**src/sv/jqe_pkg.sv**
```systemverilog
package jqe_pkg;

  localparam int TABLE_ENTRIES = 64;
  localparam int MAX_TABLES    = 2;
  localparam int POS_W         = $clog2(TABLE_ENTRIES);

  localparam int QVAL_W   = 16;
  localparam int STD_W    = 7;
  localparam int SCORE_W  = 17;
  localparam int SUM_W    = 24;
  localparam int COUNT_W  = 8;
  localparam int QUAL_W   = 7;
  localparam int DVD_W    = 22;
  localparam int DVS_W    = 16;
  localparam int DCNT_W   = $clog2(DVD_W + 1);
  localparam int NUM_W    = 31;

  localparam logic [SCORE_W-1:0] SCORE_ONE   = 17'd65536;
  localparam logic [SUM_W-1:0]   SUM_MAX     = {SUM_W{1'b1}};
  localparam logic [COUNT_W-1:0] COUNT_MAX   = {COUNT_W{1'b1}};
  localparam logic [QUAL_W-1:0]  QUALITY_MAX = 7'd100;

  localparam int QDEPTH  = 2;
  localparam int QPTR_W  = (QDEPTH > 1) ? $clog2(QDEPTH) : 1;
  localparam int QCNT_W  = $clog2(QDEPTH + 1);

  typedef enum logic [1:0] {
    MODE_ONE,
    MODE_GT,
    MODE_LE
  } mode_e;

  typedef struct packed {
    logic [QVAL_W-1:0] qval;
    logic [STD_W-1:0]  std_val;
    mode_e             mode;
    logic              last;
  } cmd_t;

  typedef struct packed {
    logic              start;
    logic [DVD_W-1:0]  dividend;
    logic [DVS_W-1:0]  divisor;
  } div_req_t;

  typedef struct packed {
    logic              done;
    logic [DVD_W-1:0]  quotient;
  } div_rsp_t;

  typedef enum logic [2:0] {
    ST_IDLE,
    ST_DIV,
    ST_ACC,
    ST_QMUL,
    ST_QDIV,
    ST_OUT
  } state_e;

  localparam logic [STD_W-1:0] STD_LUMA [TABLE_ENTRIES] = '{
    7'd16, 7'd11, 7'd10, 7'd16, 7'd24,  7'd40,  7'd51,  7'd61,
    7'd12, 7'd12, 7'd14, 7'd19, 7'd26,  7'd58,  7'd60,  7'd55,
    7'd14, 7'd13, 7'd16, 7'd24, 7'd40,  7'd57,  7'd69,  7'd56,
    7'd14, 7'd17, 7'd22, 7'd29, 7'd51,  7'd87,  7'd80,  7'd62,
    7'd18, 7'd22, 7'd37, 7'd56, 7'd68,  7'd109, 7'd103, 7'd77,
    7'd24, 7'd35, 7'd55, 7'd64, 7'd81,  7'd104, 7'd113, 7'd92,
    7'd49, 7'd64, 7'd78, 7'd87, 7'd103, 7'd121, 7'd120, 7'd101,
    7'd72, 7'd92, 7'd95, 7'd98, 7'd112, 7'd100, 7'd103, 7'd99
  };

  localparam logic [STD_W-1:0] STD_CHROMA [TABLE_ENTRIES] = '{
    7'd17, 7'd18, 7'd24, 7'd47, 7'd99, 7'd99, 7'd99, 7'd99,
    7'd18, 7'd21, 7'd26, 7'd66, 7'd99, 7'd99, 7'd99, 7'd99,
    7'd24, 7'd26, 7'd56, 7'd99, 7'd99, 7'd99, 7'd99, 7'd99,
    7'd47, 7'd66, 7'd99, 7'd99, 7'd99, 7'd99, 7'd99, 7'd99,
    7'd99, 7'd99, 7'd99, 7'd99, 7'd99, 7'd99, 7'd99, 7'd99,
    7'd99, 7'd99, 7'd99, 7'd99, 7'd99, 7'd99, 7'd99, 7'd99,
    7'd99, 7'd99, 7'd99, 7'd99, 7'd99, 7'd99, 7'd99, 7'd99,
    7'd99, 7'd99, 7'd99, 7'd99, 7'd99, 7'd99, 7'd99, 7'd99
  };

  // chroma falls back to luma when only one table is built in
  function automatic logic [STD_W-1:0] std_entry(input logic tid,
                                                 input logic [POS_W-1:0] pos);
    logic [STD_W-1:0] val;
    if (tid && (MAX_TABLES > 1)) val = STD_CHROMA[pos];
    else                         val = STD_LUMA[pos];
    return val;
  endfunction

endpackage

```
**src/sv/jqe_front.sv**
```systemverilog
module jqe_front import jqe_pkg::*; (
  input  logic [QVAL_W-1:0] quant_value_i,
  input  logic              table_id_i,
  input  logic [POS_W-1:0]  position_i,
  input  logic              last_i,
  output cmd_t              cmd_o
);

  logic [STD_W-1:0] std_val;

  always_comb begin
    std_val       = std_entry(table_id_i, position_i);
    cmd_o.qval    = quant_value_i;
    cmd_o.std_val = std_val;
    cmd_o.last    = last_i;
    // value one is full quality, larger than standard divides the other way
    if (quant_value_i == QVAL_W'(1))                    cmd_o.mode = MODE_ONE;
    else if (quant_value_i > QVAL_W'(std_val))          cmd_o.mode = MODE_GT;
    else                                                cmd_o.mode = MODE_LE;
  end

endmodule

```
**src/sv/jqe_cmd_queue.sv**
```systemverilog
module jqe_cmd_queue import jqe_pkg::*; (
  input  logic clk_i,
  input  logic rst_ni,
  input  logic wr_i,
  input  cmd_t cmd_i,
  input  logic rd_i,
  output cmd_t cmd_o,
  output logic full_o,
  output logic empty_o
);

  cmd_t              mem_q [QDEPTH];
  logic [QPTR_W-1:0] wr_ptr_q, wr_ptr_d;
  logic [QPTR_W-1:0] rd_ptr_q, rd_ptr_d;
  logic [QCNT_W-1:0] cnt_q, cnt_d;
  logic              do_wr, do_rd;

  assign full_o  = (cnt_q == QCNT_W'(QDEPTH));
  assign empty_o = (cnt_q == '0);
  assign do_wr   = wr_i && !full_o;
  assign do_rd   = rd_i && !empty_o;
  assign cmd_o   = mem_q[rd_ptr_q];

  always_comb begin
    wr_ptr_d = wr_ptr_q;
    rd_ptr_d = rd_ptr_q;
    cnt_d    = cnt_q;
    if (do_wr) begin
      wr_ptr_d = (wr_ptr_q == QPTR_W'(QDEPTH - 1)) ? '0 : wr_ptr_q + 1'b1;
    end
    if (do_rd) begin
      rd_ptr_d = (rd_ptr_q == QPTR_W'(QDEPTH - 1)) ? '0 : rd_ptr_q + 1'b1;
    end
    if (do_wr && !do_rd)      cnt_d = cnt_q + 1'b1;
    else if (!do_wr && do_rd) cnt_d = cnt_q - 1'b1;
  end

  always_ff @(posedge clk_i or negedge rst_ni) begin
    if (!rst_ni) begin
      wr_ptr_q <= '0;
      rd_ptr_q <= '0;
      cnt_q    <= '0;
    end else begin
      wr_ptr_q <= wr_ptr_d;
      rd_ptr_q <= rd_ptr_d;
      cnt_q    <= cnt_d;
    end
  end

  always_ff @(posedge clk_i) begin
    if (do_wr) begin
      mem_q[wr_ptr_q] <= cmd_i;
    end
  end

endmodule

```
**src/sv/jqe_divider.sv**
```systemverilog
module jqe_divider import jqe_pkg::*; (
  input  logic     clk_i,
  input  logic     rst_ni,
  input  div_req_t req_i,
  output div_rsp_t rsp_o
);

  // restoring division, one quotient bit a cycle
  logic [DVD_W-1:0]  quo_q, quo_d;
  logic [DVS_W-1:0]  rem_q, rem_d;
  logic [DVS_W-1:0]  dvs_q, dvs_d;
  logic [DCNT_W-1:0] cnt_q, cnt_d;
  logic              busy_q, busy_d;
  logic              done_q, done_d;
  logic [DVS_W:0]    rem_sh;
  logic [DVS_W:0]    rem_sub;
  logic              fits;

  always_comb begin
    rem_sh  = {rem_q, quo_q[DVD_W-1]};
    rem_sub = rem_sh - {1'b0, dvs_q};
    fits    = (rem_sh >= {1'b0, dvs_q});
    quo_d   = quo_q;
    rem_d   = rem_q;
    dvs_d   = dvs_q;
    cnt_d   = cnt_q;
    busy_d  = busy_q;
    done_d  = 1'b0;
    if (req_i.start) begin
      quo_d  = req_i.dividend;
      rem_d  = '0;
      dvs_d  = req_i.divisor;
      cnt_d  = DCNT_W'(DVD_W);
      busy_d = 1'b1;
    end else if (busy_q) begin
      quo_d = {quo_q[DVD_W-2:0], fits};
      rem_d = fits ? rem_sub[DVS_W-1:0] : rem_sh[DVS_W-1:0];
      cnt_d = cnt_q - 1'b1;
      if (cnt_q == DCNT_W'(1)) begin
        busy_d = 1'b0;
        done_d = 1'b1;
      end
    end
  end

  always_ff @(posedge clk_i or negedge rst_ni) begin
    if (!rst_ni) begin
      cnt_q  <= '0;
      busy_q <= 1'b0;
      done_q <= 1'b0;
    end else begin
      cnt_q  <= cnt_d;
      busy_q <= busy_d;
      done_q <= done_d;
    end
  end

  always_ff @(posedge clk_i) begin
    quo_q <= quo_d;
    rem_q <= rem_d;
    dvs_q <= dvs_d;
  end

  assign rsp_o.done     = done_q;
  assign rsp_o.quotient = quo_q;

  a_no_start_busy: assert property (@(posedge clk_i) disable iff (!rst_ni)
    req_i.start |-> !busy_q)
    else $error("divider started while busy");

  a_done_pulse: assert property (@(posedge clk_i) disable iff (!rst_ni)
    done_q |-> !busy_q)
    else $error("divider done while still busy");

  a_no_zero_divisor: assert property (@(posedge clk_i) disable iff (!rst_ni)
    req_i.start |-> req_i.divisor != '0)
    else $error("divider started with zero divisor");

endmodule

```
**src/sv/jqe_back.sv**
```systemverilog
module jqe_back import jqe_pkg::*; (
  input  logic              clk_i,
  input  logic              rst_ni,
  input  cmd_t              cmd_i,
  input  logic              cmd_empty_i,
  output logic              cmd_rd_o,
  input  logic              pop_i,
  output logic              empty_o,
  output logic [QUAL_W-1:0] quality_o
);

  state_e             state_q, state_d;
  logic [SUM_W-1:0]   sum_q, sum_d;
  logic [COUNT_W-1:0] count_q, count_d;
  logic [SCORE_W-1:0] score_q, score_d;
  logic               gt_q, gt_d;
  logic               last_q, last_d;
  logic [QUAL_W-1:0]  qual_q, qual_d;
  logic               out_valid_q, out_valid_d;
  logic [QUAL_W-1:0]  out_qual_q, out_qual_d;
  logic [SUM_W:0]     sum_ext;
  logic [NUM_W-1:0]   num;
  div_req_t           div_req;
  div_rsp_t           div_rsp;

  jqe_divider u_div (
    .clk_i  (clk_i),
    .rst_ni (rst_ni),
    .req_i  (div_req),
    .rsp_o  (div_rsp)
  );

  assign empty_o   = !out_valid_q;
  assign quality_o = out_qual_q;

  always_comb begin
    state_d          = state_q;
    sum_d            = sum_q;
    count_d          = count_q;
    score_d          = score_q;
    gt_d             = gt_q;
    last_d           = last_q;
    qual_d           = qual_q;
    out_valid_d      = out_valid_q;
    out_qual_d       = out_qual_q;
    cmd_rd_o         = 1'b0;
    div_req.start    = 1'b0;
    div_req.dividend = {cmd_i.std_val, 15'b0};
    div_req.divisor  = cmd_i.qval;
    sum_ext          = {1'b0, sum_q} + (SUM_W + 1)'(score_q);
    num              = NUM_W'(sum_q) * NUM_W'(QUALITY_MAX)
                     + NUM_W'({count_q, 15'b0});

    if (pop_i && out_valid_q) out_valid_d = 1'b0;

    unique case (state_q)
      ST_IDLE: begin
        if (!cmd_empty_i) begin
          cmd_rd_o = 1'b1;
          last_d   = cmd_i.last;
          gt_d     = (cmd_i.mode == MODE_GT);
          unique case (cmd_i.mode)
            MODE_ONE: begin
              score_d = SCORE_ONE;
              state_d = ST_ACC;
            end
            MODE_GT: begin
              div_req.start = 1'b1;
              state_d       = ST_DIV;
            end
            default: begin
              // value is at most the standard entry, so it fits its width
              div_req.start    = 1'b1;
              div_req.dividend = {cmd_i.qval[STD_W-1:0], 15'b0};
              div_req.divisor  = DVS_W'(cmd_i.std_val);
              state_d          = ST_DIV;
            end
          endcase
        end
      end
      ST_DIV: begin
        if (div_rsp.done) begin
          score_d = gt_q ? div_rsp.quotient[SCORE_W-1:0]
                         : SCORE_ONE - div_rsp.quotient[SCORE_W-1:0];
          state_d = ST_ACC;
        end
      end
      ST_ACC: begin
        sum_d = sum_ext[SUM_W] ? SUM_MAX : sum_ext[SUM_W-1:0];
        if (count_q != COUNT_MAX) count_d = count_q + 1'b1;
        state_d = last_q ? ST_QMUL : ST_IDLE;
      end
      ST_QMUL: begin
        // divide by count*65536 as drop of low half, then divide by count
        div_req.start    = 1'b1;
        div_req.dividend = DVD_W'(num[NUM_W-1:16]);
        div_req.divisor  = DVS_W'(count_q);
        state_d          = ST_QDIV;
      end
      ST_QDIV: begin
        if (div_rsp.done) begin
          qual_d  = (div_rsp.quotient > DVD_W'(QUALITY_MAX))
                    ? QUALITY_MAX : div_rsp.quotient[QUAL_W-1:0];
          state_d = ST_OUT;
        end
      end
      ST_OUT: begin
        if (!out_valid_q) begin
          out_valid_d = 1'b1;
          out_qual_d  = qual_q;
          sum_d       = '0;
          count_d     = '0;
          state_d     = ST_IDLE;
        end
      end
      default: state_d = ST_IDLE;
    endcase
  end

  always_ff @(posedge clk_i or negedge rst_ni) begin
    if (!rst_ni) begin
      state_q     <= ST_IDLE;
      sum_q       <= '0;
      count_q     <= '0;
      out_valid_q <= 1'b0;
    end else begin
      state_q     <= state_d;
      sum_q       <= sum_d;
      count_q     <= count_d;
      out_valid_q <= out_valid_d;
    end
  end

  always_ff @(posedge clk_i) begin
    score_q    <= score_d;
    gt_q       <= gt_d;
    last_q     <= last_d;
    qual_q     <= qual_d;
    out_qual_q <= out_qual_d;
  end

  a_count_nonzero: assert property (@(posedge clk_i) disable iff (!rst_ni)
    state_q == ST_QMUL |-> count_q != '0)
    else $error("quality divide with zero entry count");

  a_quality_range: assert property (@(posedge clk_i) disable iff (!rst_ni)
    out_valid_q |-> out_qual_q <= QUALITY_MAX)
    else $error("quality above 100");

  a_start_state: assert property (@(posedge clk_i) disable iff (!rst_ni)
    div_req.start |-> (state_q == ST_IDLE || state_q == ST_QMUL))
    else $error("divider started from wrong state");

  a_sum_grows: assert property (@(posedge clk_i) disable iff (!rst_ni)
    state_q == ST_ACC |=> sum_q >= $past(sum_q))
    else $error("score sum decreased on accumulate");

endmodule

```
**src/sv/jpeg_quality_estimator.sv**
```systemverilog
// jpeg quality estimator: push quantization table entries, one word each
// (value, luma/chroma table, position, last flag); each entry is scored
// against the standard table entry at its position and summed, and the
// entry marked last yields one quality word (0..100, mean score times 100
// rounded half up), after which the sum and count clear. a front stage looks
// up the standard entry and classifies the word into a two-entry command
// queue; the back stage scores it with a serial restoring divider that
// produces one quotient bit per cycle. the back stage dequeues an entry,
// divides and accumulates it; an entry of value one skips the divider. the
// last entry adds a final divide by the entry count. full stays low while
// the queue has room, and the single result word waits on the output while
// work continues
module jpeg_quality_estimator import jqe_pkg::*; (
  input  logic              clk_i,
  input  logic              rst_ni,
  // input word
  input  logic              push,
  output logic              full,
  input  logic [QVAL_W-1:0] quant_value_i,
  input  logic              table_id_i,
  input  logic [POS_W-1:0]  position_i,
  input  logic              last_i,
  // result word
  output logic              empty,
  input  logic              pop,
  output logic [QUAL_W-1:0] quality_o
);

  cmd_t cmd_in;
  cmd_t cmd_out;
  logic cmd_empty;
  logic cmd_rd;

  // lookup and classification
  jqe_front u_front (
    .quant_value_i (quant_value_i),
    .table_id_i    (table_id_i),
    .position_i    (position_i),
    .last_i        (last_i),
    .cmd_o         (cmd_in)
  );

  // short queue decouples input side from the divider
  jqe_cmd_queue u_queue (
    .clk_i   (clk_i),
    .rst_ni  (rst_ni),
    .wr_i    (push),
    .cmd_i   (cmd_in),
    .rd_i    (cmd_rd),
    .cmd_o   (cmd_out),
    .full_o  (full),
    .empty_o (cmd_empty)
  );

  // scoring, accumulation and final quality
  jqe_back u_back (
    .clk_i       (clk_i),
    .rst_ni      (rst_ni),
    .cmd_i       (cmd_out),
    .cmd_empty_i (cmd_empty),
    .cmd_rd_o    (cmd_rd),
    .pop_i       (pop),
    .empty_o     (empty),
    .quality_o   (quality_o)
  );

endmodule
```
**config.mk**
```make
export PLATFORM = sky130hd
export DESIGN_NAME = jpeg_quality_estimator
export DESIGN_NICKNAME = d
export VERILOG_FILES = /design/src/sv/jqe_pkg.sv /design/src/sv/jqe_front.sv /design/src/sv/jqe_cmd_queue.sv /design/src/sv/jqe_divider.sv /design/src/sv/jqe_back.sv /design/src/sv/jpeg_quality_estimator.sv
export SDC_FILE = /design/constraint.sdc
export NUM_CORES = 1
export LEC_CHECK = 0
export ABC_AREA = 0
export ABC_CLOCK_PERIOD_IN_PS = 5700
export BUFFER_PORTS_ARGS = -buffer_cell sky130_fd_sc_hd__buf_4
export CELL_PAD_IN_SITES_DETAIL_PLACEMENT = 1
export CELL_PAD_IN_SITES_GLOBAL_PLACEMENT = 2
export CORE_MARGIN = 1.5
export CORE_UTILIZATION = 41
export CTS_CLUSTER_DIAMETER = 30
export DETAILED_ROUTE_END_ITERATION = 8
export HOLD_SLACK_MARGIN = 0.1
export PLACE_DENSITY_LB_ADDON = 0.1
export SYNTH_ARGS = -nofsm -noshare
export SYNTH_HDL_FRONTEND = slang
export SYNTH_SLANG_ARGS = --single-unit
```
**constraint.sdc**
```tcl
create_clock -name clk_i -period 5.7 [get_ports clk_i]
set_input_delay 0.285 -clock clk_i [delete_from_list [all_inputs] [get_ports clk_i]]
set_output_delay 0.285 -clock clk_i [all_outputs]
set_load 0.005 [all_outputs]
```
==> impl_results.md, run 1 <==
* Post-Synthesis Cell Area at 0.0133 sq mm
* Std-Cell Rows at 65
* Die extent in y at 183 um
* CP arrival at 5.44 ns
* CTS sink count at 186
* PortBufs at 36
* Worst-path clk slew at 0.08 ns
* Max incr delay on CP at 0.50 ns
* Die width at 183 um
* Tot GR Track Use at 22.1%
* Global-route wire length before repair at 57,400 um
* Vias at 10,400
* Ys Warns at 0
* Layout cell share with drive strength beyond 1 at 7.61%
* Critical-path cell list: ha_1 > ha_1 > inv_1 > fa_1 > inv_1 > ha_1 > a211oi_1 > o21ai_1 > a211o_1 > a21oi_1 > xnor2_1 > ha_1 > nor2b_1 > o21ai_0 > nand2b_1 > a21o_1 > a21o_1 > a31oi_2 > nor4_4 > mux2i_1 > o31ai_2 > a21o_1
* RSZ-0062 raised after global routing: false
* Starting density of the core at 41.9%
* Initial antenna violation count at 0
* Crit path max fanout at 5
* Startpoint types: flip-flop
* Max Clock Skew at 0.0129 ns
* Largest net degree at the start of global routing at 48
* Core box area at 0.0317 sq mm
* Final HPWL DP at 26,500 um
* Vias in the first global route at 10,600
* Yosys reg bits at 186
* Most common cell on crit path: ha_1
* N_diodes at 0
* Root buffer cell: clkbuf_16
* Reg2reg setup slack at 0.47 ns
* Setup bufs post-CTS at 0
* Main synth FF type: edfxtp_1
* Die area at 0.0335 sq mm
* Post-Syn Nets at 1,586
* Setup_tns at 0 ns
* Avg Cell Area, Syn at 9.48 sq um
* Number of flops mapped to enable cells by yosys at 123
* Final period util at 91.7%
* Setup violations, final at 0
* Remaining DRCs at 0
* Final Hold Fails at 0
* Detailed Route Iter0 Violations at 467
* Peak Freq at 191 MHz
* H-tree depth at 4
* Crit path kind: reg2reg
* Post-synth top area share at 27.8%
* Post-route ant nets at 0
* Routed WL at 35,600 um
* Synthesized instance count at 1,403
* Critical Path End Type: flip-flop
* Max clock buf depth at 2
* Register area share after synthesis at 39.0%
* Skew-Pair Late Insertion Delay at 0.45 ns
* Post-DR wirelength/cell at 19.3 um
* Main area contributors after synthesis: edfxtp_1, ha_1, dfrtp_1
* Synth-to-layout area growth at 11.3%
* Worst path bufs/invs at 2
* CP required at 5.91 ns
* Cts bufs inserted at 17
* Hold Crit Class: in2reg
* Relative slew margins at 23.3%
* Via density at 5.61
* Final Max Tran Viols at 0
* Least-Margin Pin Slew at 1.14 ns
* Outcome: finished, final reports clean
* Ports at 37
* CP delay by family, top: compound AO/OA/AOI/OAI gates
* Slowest CP cell: fa_1
* Drt pass-1 iters at 5
* Area leader, netlist: edfxtp_1
* Max-cap violations at 0
* Asr flop ratio synth at 25.3%
* Global route overflow at 0
* Final worst path period need at 5.23 ns
* Final net count at 1,616
* CTS tree: yes
* Final Wtd Congestion at 0.834
* Unique masters post-synth at 79
stage by stage:
step	setup slack [ns]	cells	area, sq um	hold slack, ns	util [%]
6_report	0.475	1848	14800	0.183	46.6
5_1_grt	0.0456	1848	14800	0.176	46.6
4_1_cts	0.364	1848	14800	0.159	46.6
3_5_place_dp	0.427	1797	14000	0.386	44.0
3_3_place_gp	0.509	1797	14000	0.393	44.0
2_1_floorplan	0.814	1403	13300	-0.0106	-
routing by layer:
| metal | up-vias | wire length [um] | GRT usage, % | part of all wire [%] |
|---|---|---|---|---|
| met5 | - | 0 | 0 | 0 |
| met4 | 0 | 494 | 5.38 | 1.4 |
| met3 | 28 | 925 | 2.78 | 2.6 |
| met2 | 142 | 17200 | 37.2 | 48 |
| met1 | 5127 | 17100 | 30.1 | 48 |
| li1 | 5074 | - | - | - |
worst reg2reg max path, stage by stage (launching register included):
cell,delay (ns)
dfrtp_1,0.44
ha_1,0.32
ha_1,0.28
inv_1,0.05
fa_1,0.50
inv_1,0.04
ha_1,0.31
a211oi_1,0.31
o21ai_1,0.16
a211o_1,0.31
a21oi_1,0.18
xnor2_1,0.16
ha_1,0.27
nor2b_1,0.13
o21ai_0,0.14
nand2b_1,0.10
a21o_1,0.18
a21o_1,0.20
a31oi_2,0.34
nor4_4,0.09
mux2i_1,0.22
o31ai_2,0.07
a21o_1,0.18
final cells by class:
cell class | count | area (sq um)
clock buffer | 18 | 439
clock inverter | 14 | 204
fill | 3594 | 16900
inverter | 146 | 548
multi-input combinational | 1015 | 7360
sequential | 186 | 5190
tap | 402 | 503
timing repair buffer | 67 | 551
cell usage in the layout (no fill, tap or decap), drive strengths merged, types with 5 or more instances in the layout:
| cell type | count |
|---|---|
| a311oi | 5 |
| and2 | 12 |
| dfxtp | 16 |
| xnor2 | 43 |
| a31oi | 23 |
| edfxtp | 123 |
| xor2 | 30 |
| ha | 134 |
| nor4 | 7 |
| nor2 | 133 |
| a211o | 6 |
| o22ai | 7 |
| clkbuf | 18 |
| mux2i | 41 |
| a211oi | 19 |
| a21oi | 128 |
| or2 | 7 |
| buf | 48 |
| inv | 149 |
| dfrtp | 47 |
| o31ai | 8 |
| o21ai | 80 |
| a21o | 29 |
| and4 | 5 |
| nand2b | 15 |
| and3 | 5 |
| nand4 | 10 |
| nor3 | 30 |
| fa | 21 |
| o21a | 12 |
| nand2 | 83 |
| o221ai | 12 |
| dlygate4sd3 | 19 |
| nand3 | 17 |
| or3 | 13 |
| clkinv | 9 |
| nor2b | 17 |
| mux2 | 8 |
path summary, 6_finish.rpt:
check / startpoint / endpoint / cells past startpoint
setup / recovery: u_back.sum_q[5] / u_back.u_div.quo_q[11] / 22
setup reg to reg: u_back.sum_q[5] / u_back.u_div.quo_q[11] / 22
hold / removal: push / u_queue.wr_ptr_q / 3
hold reg to reg: u_back.qual_q[1] / u_back.quality_o[1] / 0
min in group asynchronous: rst_ni / u_back.u_div.cnt_q[0] / 2
max in group asynchronous: rst_ni / u_back.sum_q[10] / 2
timing repair:
action	4_1_cts	5_1_grt
gates resized for setup	0	1
hold buffers	19	0
hold endpoints to repair	82	0
endpoints found under the setup margin	0	1
registers in the layout, indices dropped and copies added (netlist names), 2 cells and up:
name	flops
u_back.quality_o	7
u_back.u_div.cnt_q	5
u_back.u_div.rem_q	16
u_back.sum_q	24
u_back.count_q	8
u_back.u_div.dvs_q	16
u_back.u_div.quo_q	22
u_back.score_q	17
u_queue.cnt_q	2
u_back.state_q	3
u_back.qual_q	7
u_queue.mem_q	52
kinds of logic (layout without fill, tap and decap cells):
logic type                 count (synthesis)  in the layout  share of synthesized area, %
muxes                                     49             49                          3.76
DFF                                      186            186                          39.0
buffers and inverters                    202            245                          5.73
AOI/OAI and AO/OA                        373            373                          17.9
xor gates and xnor gates                  73             73                          4.81
adders and majority gates                155            155                          15.8
and+or+nand+nor                          365            365                          13.0
cells in the mapped netlist (all sizes together), types with 19 or more instances:
| library cell | instances |
|---|---|
| inv | 145 |
| clkbuf | 51 |
| a21o | 29 |
| a211oi | 19 |
| dfrtp | 47 |
| xor2 | 30 |
| o21ai | 80 |
| ha | 134 |
| xnor2 | 43 |
| a31oi | 23 |
| a21oi | 128 |
| nor2 | 133 |
| edfxtp | 123 |
| nor3 | 30 |
| nand2 | 83 |
| fa | 21 |
| mux2i | 41 |
Power of run 1 is left out: the tool's default activity adds up to more than one toggle a clock period on the data nets, which glitch-free logic cannot reach.
==> inputs of run 2 (changes only) <==
--- a/config.mk
+++ b/config.mk
@@ -15,6 +15,7 @@
 export CTS_CLUSTER_DIAMETER = 30
 export DETAILED_ROUTE_END_ITERATION = 8
 export HOLD_SLACK_MARGIN = 0.1
+export MAX_ROUTING_LAYER = met4
 export PLACE_DENSITY_LB_ADDON = 0.1
 export SYNTH_ARGS = -nofsm -noshare
 export SYNTH_HDL_FRONTEND = slang
==> run 2 against run 1 <==
Sequential share of layout area did not move. Critical path depth is the same. Routed wire length increased by 0.12%. Register-to-register slack hardly changed. Die area unchanged. Via count about the same. Setup slack worse by 0.0080 ns. Cell area unchanged. Final cell count unchanged. Flip-flop and latch count did not move. Highest routed layer unchanged. Clock-buffer cell count unchanged. Core utilization unchanged.
==> impl_results.md, run 2 (synthesis gave the netlist of run 1 again) <==
* N_diodes at 0 (unchanged)
* Crit path kind: reg2reg
* Tot GR Track Use at 22.7% (+0.66 points)
* Largest register FFs at 52 (unchanged)
* Ports at 37 (unchanged)
* Largest regs: u_queue.mem_q x52, u_back.sum_q x24, u_back.u_div.quo_q x22
* Final net count at 1,616 (unchanged)
* CP arrival at 5.44 ns (about the same)
* Worst-path clk slew at 0.08 ns (about the same)
* Worst r2r path cells at 22 (unchanged)
* Reg2reg start: u_back.sum_q[5]
* Relative slew margins at 22.5% (-0.72 points)
* Commonest non-fill, non-tap cell in the layout: inv_1
* Final Wtd Congestion at 0.848 (+1.7%)
* Hold_ws at 0.184 ns (+0.000527 ns)
* Final design utilization at 46.6% (unchanged)
* Reg2reg setup slack at 0.47 ns (about the same)
* Layout cell share with drive strength beyond 1 at 7.61% (unchanged)
* PortBufs at 36 (unchanged)
* Root buffer cell: clkbuf_16
* CP required at 5.91 ns (about the same)
* Max clock buf depth at 2 (unchanged)
* Largest net degree at the start of global routing at 48 (unchanged)
* WHS Path Cells at 3 (unchanged)
* Hold Path End: u_queue.wr_ptr_q
* Biggest register: u_queue.mem_q
* Detailed Route Iter0 Violations at 472 (+1.1%)
* H-tree depth at 4 (unchanged)
* Outcome: finished, final reports clean
* Vias in the first global route at 10,600 (-0.019%)
* Post-route ant nets at 0 (unchanged)
* Synth-to-layout area growth at 11.3% (unchanged)
* Remaining DRCs at 0 (unchanged)
* Leading cell types in the layout, fill and taps excluded: inv_1, ha_1, nor2_1
* Filler cells at 3,594 (unchanged)
* Via density at 5.61 (about the same)
* Final Hold Fails at 0 (unchanged)
* Drt pass-1 iters at 5 (unchanged)
* Vias at 10,400 (+0.048%)
* Peak Freq at 191 MHz (-0.15%)
* Die area at 0.0335 sq mm (unchanged)
* RSZ-0062 raised after global routing: false
* Core box area at 0.0317 sq mm (unchanged)
* Max-cap violations at 0 (unchanged)
* HP Start: push
* Die width at 183 um (unchanged)
* Max Clock Skew at 0.0131 ns (+0.000165 ns)
* Global route overflow at 0 (unchanged)
* Die extent in y at 183 um (unchanged)
* Least-Margin Pin Slew at 1.15 ns (+0.0108 ns)
* Critical path startpoint: u_back.sum_q[5]
* Crit path max fanout at 5 (unchanged)
* Final worst path period need at 5.23 ns (+0.00799 ns)
* Final Max Tran Viols at 0 (unchanged)
* Reg2reg end: u_back.u_div.quo_q[11]
* Final HPWL DP at 26,500 um (unchanged)
* Setup_tns at 0 ns (unchanged)
* Final period util at 91.8% (+0.14 points)
* Skew-Pair Late Insertion Delay at 0.45 ns (about the same)
* Hold Crit Class: in2reg
* Starting density of the core at 41.9% (unchanged)
* Initial antenna violation count at 0 (unchanged)
* Routed WL at 35,700 um (+0.12%)
* Post-DR wirelength/cell at 19.3 um (+0.12%)
* Cts bufs inserted at 17 (unchanged)
* Global-route wire length before repair at 57,400 um (about the same)
* Std-Cell Rows at 65 (unchanged)
* Setup violations, final at 0 (unchanged)
* Critical Path End Type: flip-flop
* CTS sink count at 186 (unchanged)
* Startpoint types: flip-flop
* Setup bufs post-CTS at 0 (unchanged)
* CTS tree: yes
run 2: cell counts in the layout (fill, tap and decap cells not counted):
Identical to the previous run, type by type.
run 2: worst max path at each step:
stage | end | slack [ns] | depth (start not counted)
final | u_back.u_div.quo_q[11] | 0.47 | 22
after global routing | u_back.u_div.quo_q[11] | 0.05 | 22
after CTS | u_back.u_div.quo_q[11] | 0.36 | 22
after detailed placement | u_back.u_div.quo_q[11] | 0.43 | 22
after global placement | u_back.u_div.quo_q[11] | 0.51 | 22
after floorplan | u_back.u_div.quo_q[11] | 0.81 | 22
run 2: repair_timing:
action                     CTS  global route
setup endpoints to repair    0             1
hold endpoints to repair    82             0
hold buffers                19             0
resized for setup            0             1
run 2: cell type report:
| class | count | area [sq um] | share of cell area [%] |
|---|---|---|---|
| Timing Repair Buffer | 67 | 551 | 3.72 |
| Tap cell | 402 | 503 | 3.40 |
| Multi-Input combinational cell | 1015 | 7360 | 49.7 |
| Clock buffer | 18 | 439 | 2.97 |
| Inverter | 146 | 548 | 3.70 |
| Sequential cell | 186 | 5190 | 35.1 |
| Clock inverter | 14 | 204 | 1.38 |
run 2: routing by layer:
metal | part of all wire [%] | routed length [um] | global-route usage [%] | vias up
li1 | - | - | - | 5077
met1 | 48 | 17200 | 30.0 | 5122
met2 | 48 | 17100 | 37.2 | 146
met3 | 2.5 | 876 | 2.84 | 31
met4 | 1.4 | 482 | 5.38 | 0
met5 | 0 | 0 | - | -
run 2: through the flow:
step	setup WS [ns]	cells	cell area [sq um]
finish	0.467	1848	14800
CTS	0.364	1848	14800
global route	0.0482	1848	14800
global placement	0.509	1797	14000
detailed placement	0.427	1797	14000
floorplan	0.814	1403	13300
run 2: critical path: stages, from the launching register on:
cell      delay (ns)
dfrtp_1         0.44
ha_1            0.32
ha_1            0.28
inv_1           0.05
fa_1            0.50
inv_1           0.04
ha_1            0.31
a211oi_1        0.31
o21ai_1         0.15
a211o_1         0.31
a21oi_1         0.18
xnor2_1         0.16
ha_1            0.27
nor2b_1         0.13
o21ai_0         0.14
nand2b_1        0.10
a21o_1          0.18
a21o_1          0.20
a31oi_2         0.34
nor4_4          0.09
mux2i_1         0.23
o31ai_2         0.08
a21o_1          0.18
Power of run 2 is left out for the same reason.
==> inputs of run 3 (changes only) <==
--- a/config.mk
+++ b/config.mk
@@ -6,14 +6,14 @@
 export NUM_CORES = 1
 export LEC_CHECK = 0
 export ABC_AREA = 0
-export ABC_CLOCK_PERIOD_IN_PS = 5700
-export BUFFER_PORTS_ARGS = -buffer_cell sky130_fd_sc_hd__buf_4
+export ABC_CLOCK_PERIOD_IN_PS = 4500
 export CELL_PAD_IN_SITES_DETAIL_PLACEMENT = 1
 export CELL_PAD_IN_SITES_GLOBAL_PLACEMENT = 2
 export CORE_MARGIN = 1.5
-export CORE_UTILIZATION = 41
+export CORE_UTILIZATION = 38
 export CTS_CLUSTER_DIAMETER = 30
 export DETAILED_ROUTE_END_ITERATION = 8
+export DONT_BUFFER_PORTS = 1
 export HOLD_SLACK_MARGIN = 0.1
 export MAX_ROUTING_LAYER = met4
 export PLACE_DENSITY_LB_ADDON = 0.1
==> constraint.sdc (replaced) <==
create_clock -name clk_i -period 4.5 [get_ports clk_i]
set_input_delay 0.225 -clock clk_i [delete_from_list [all_inputs] [get_ports clk_i]]
set_output_delay 0.225 -clock clk_i [all_outputs]
set_load 0.005 [all_outputs]
==> run 3 against run 2 <==
The flow now finishes with violations (negative setup slack). Flip-flop and latch count did not move. Core utilization down 1.1 points. Clock-buffer cell count grew 1. Non-clock buffer count up 56. First-iteration DRC count is 11% lower. Maximum frequency rose by 7.3%. Critical path type unchanged. Largest cell class unchanged. Highest routed layer unchanged.
==> impl_results.md, run 3 (synthesis gave the netlist of run 1 again) <==
* Outcome: finished with violations
* Failing checks: negative setup slack
* Max-cap violations at 0 (unchanged)
* Worst setup margin at -0.379 ns (-0.846 ns)
* Std-Cell Rows at 68 (+4.6%)
* Max Clock Skew at 0.0114 ns (-0.00169 ns)
* N_diodes at 0 (unchanged)
* Largest register FFs at 52 (unchanged)
* Skew-Pair Late Insertion Delay at 0.45 ns (about the same)
* Commonest non-fill, non-tap cell in the layout: inv_1
* Layout cell share with drive strength beyond 1 at 14.6% (+7.0 points)
* CP required at 4.70 ns (-1.21 ns)
* Final Wtd Congestion at 0.868 (+2.3%)
* PortBufs at 0 (-100%)
* Max clock buf depth at 2 (unchanged)
* Post-DR wirelength/cell at 19.5 um (+1.1%)
* Biggest register: u_queue.mem_q
* Cts bufs inserted at 17 (unchanged)
* Via density at 5.35 (-4.7%)
* Final net count at 1,672 (+3.5%)
* Final period util at 108% (+17 points)
* CP arrival at 5.08 ns (-0.36 ns)
* Peak Freq at 205 MHz (+7.3%)
* Synth-to-layout area growth at 18.1%
* Tot GR Track Use at 22.2% (-0.53 points)
* Multi-input gate area at 0.00780 sq mm (+6.0%)
* Final cell count without fillers at 1,957 (+5.9%)
* Critical Path End Type: flip-flop
* Startpoint types: flip-flop
* CTS sink count at 186 (unchanged)
* RSZ-0062 raised after global routing: true
* Die width at 190 um (+3.8%)
* Post-route ant nets at 0 (unchanged)
* Relative slew margins at 20.6% (-1.9 points)
* Detailed Route Iter0 Violations at 421 (-11%)
* Crit path max fanout at 3 (-2)
* Global route overflow at 0 (unchanged)
* Initial antenna violation count at 0 (unchanged)
* Worst-path clk slew at 0.07 ns (about the same)
* Crit path kind: reg2reg
* Final Max Tran Viols at 0 (unchanged)
* Die extent in y at 190 um (+3.8%)
* Root buffer cell: clkbuf_16
* Vias in the first global route at 11,000 (+4.0%)
* CTS tree: yes
* H-tree depth at 4 (unchanged)
* Die area at 0.0361 sq mm (+7.8%)
* Leading cell types in the layout, fill and taps excluded: inv_1, nor2_1, edfxtp_1
* Starting density of the core at 38.6% (-3.3 points)
* Setup violations, final at 11 (+11)
* Least-Margin Pin Slew at 1.18 ns (+0.0289 ns)
* Routed WL at 38,200 um (+7.1%)
* Hold Crit Class: in2reg
* Final Hold Fails at 0 (unchanged)
* Reg area at 0.00519 sq mm (unchanged)
* Final HPWL DP at 28,500 um (+7.3%)
* Vias at 10,500 (+0.97%)
* Final worst path period need at 4.88 ns (-0.354 ns)
* Post-Place Cells at 1,876 (+4.4%)
* Core box area at 0.0345 sq mm (+8.6%)
* Ports at 37 (unchanged)
* Largest regs: u_queue.mem_q x52, u_back.sum_q x24, u_back.u_div.quo_q x22
* Largest net degree at the start of global routing at 48 (unchanged)
* Global-route wire length before repair at 60,600 um (+5.6%)
* Drt pass-1 iters at 4 (-1)
* Filler cells at 3,893 (+8.3%)
* Remaining DRCs at 0 (unchanged)
-- run 3: cell count changes in the layout (fill, tap and decap cells not counted), sizes merged --
cell	delta
bufinv	-1
clkinvlp	+1
dlygate4sd3	+3
buf	+53
clkbuf	+1
clkinv	-5
inv	+4
-- run 3: cell type report --
cell class              instances  area share [%]
clock inverters                13           0.829
well taps                     455            3.63
flip-flops and latches        186            33.1
clock buffers                  19            2.82
multi-input cells            1015            49.7
repair buffers                123            6.53
inverters                     146            3.49
-- run 3: what timing repair did --
item,in CTS,in global routing
hold endpoints to repair,89,0
cloned,0,0
pin swaps,59,33
setup endpoints to repair,11,11
gates resized for setup,42,28
hold buffers,23,0
setup buffers,21,10
-- run 3: through the flow --
stage	hold WS [ns]	worst slack, ns	setup TNS (ns)	util [%]	area, sq um
floorplan	-0.0706	-0.145	-0.158	-	13400
global placement	-0.0695	-0.300	-1.57	41.6	14300
detailed placement	-0.0694	-0.465	-2.58	41.6	14300
CTS	0.134	-0.301	-1.11	45.1	15500
global route	0.134	-0.626	-4.32	45.6	15700
finish	0.130	-0.379	-2.24	45.6	15700
-- run 3: routing by layer --
| layer | vias up | global-route usage [%] | part of all wire [%] | routed length (um) |
|---|---|---|---|---|
| met2 | 80 | 36.5 | 48 | 18200 |
| met1 | 5175 | 29.3 | 49 | 18800 |
| met3 | 28 | 2.51 | 1.5 | 567 |
| met5 | - | - | 0 | 0 |
| met4 | 0 | 4.98 | 1.5 | 561 |
| li1 | 5194 | - | - | - |
-- run 3: worst paths after layout --
check                                             end  slack (ns)  cells after the start        startpoint
worst min register to register    u_back.quality_o[2]        0.43                      0  u_back.qual_q[2]
max in group asynchronous           u_back.count_q[6]        3.94                      2            rst_ni
worst min-delay path              u_queue.mem_q[0][4]        0.13                      2        table_id_i
worst max register to register  u_back.u_div.quo_q[9]       -0.38                     22   u_back.sum_q[3]
worst max-delay path            u_back.u_div.quo_q[9]       -0.38                     22   u_back.sum_q[3]
min in group asynchronous             u_back.sum_q[5]        0.32                      2            rst_ni
-- run 3: critical path, stage by stage (launching register included) --
cell and delay (ns):
dfrtp_1 0.43, ha_1 0.29, ha_1 0.30, fa_1 0.55, ha_4 0.22, a21oi_2 0.13
o22ai_2 0.10, o21a_1 0.19, a211o_1 0.28, a21oi_2 0.20, xnor2_2 0.15, ha_1 0.26
nor2b_2 0.15, o21ai_1 0.11, nand2b_1 0.08, a21o_1 0.18, a21o_1 0.21, a31oi_4 0.19
buf_4 0.15, buf_6 0.10, nor3_2 0.04, xnor2_1 0.12, a22o_1 0.19
Power of run 3 is left out for the same reason.
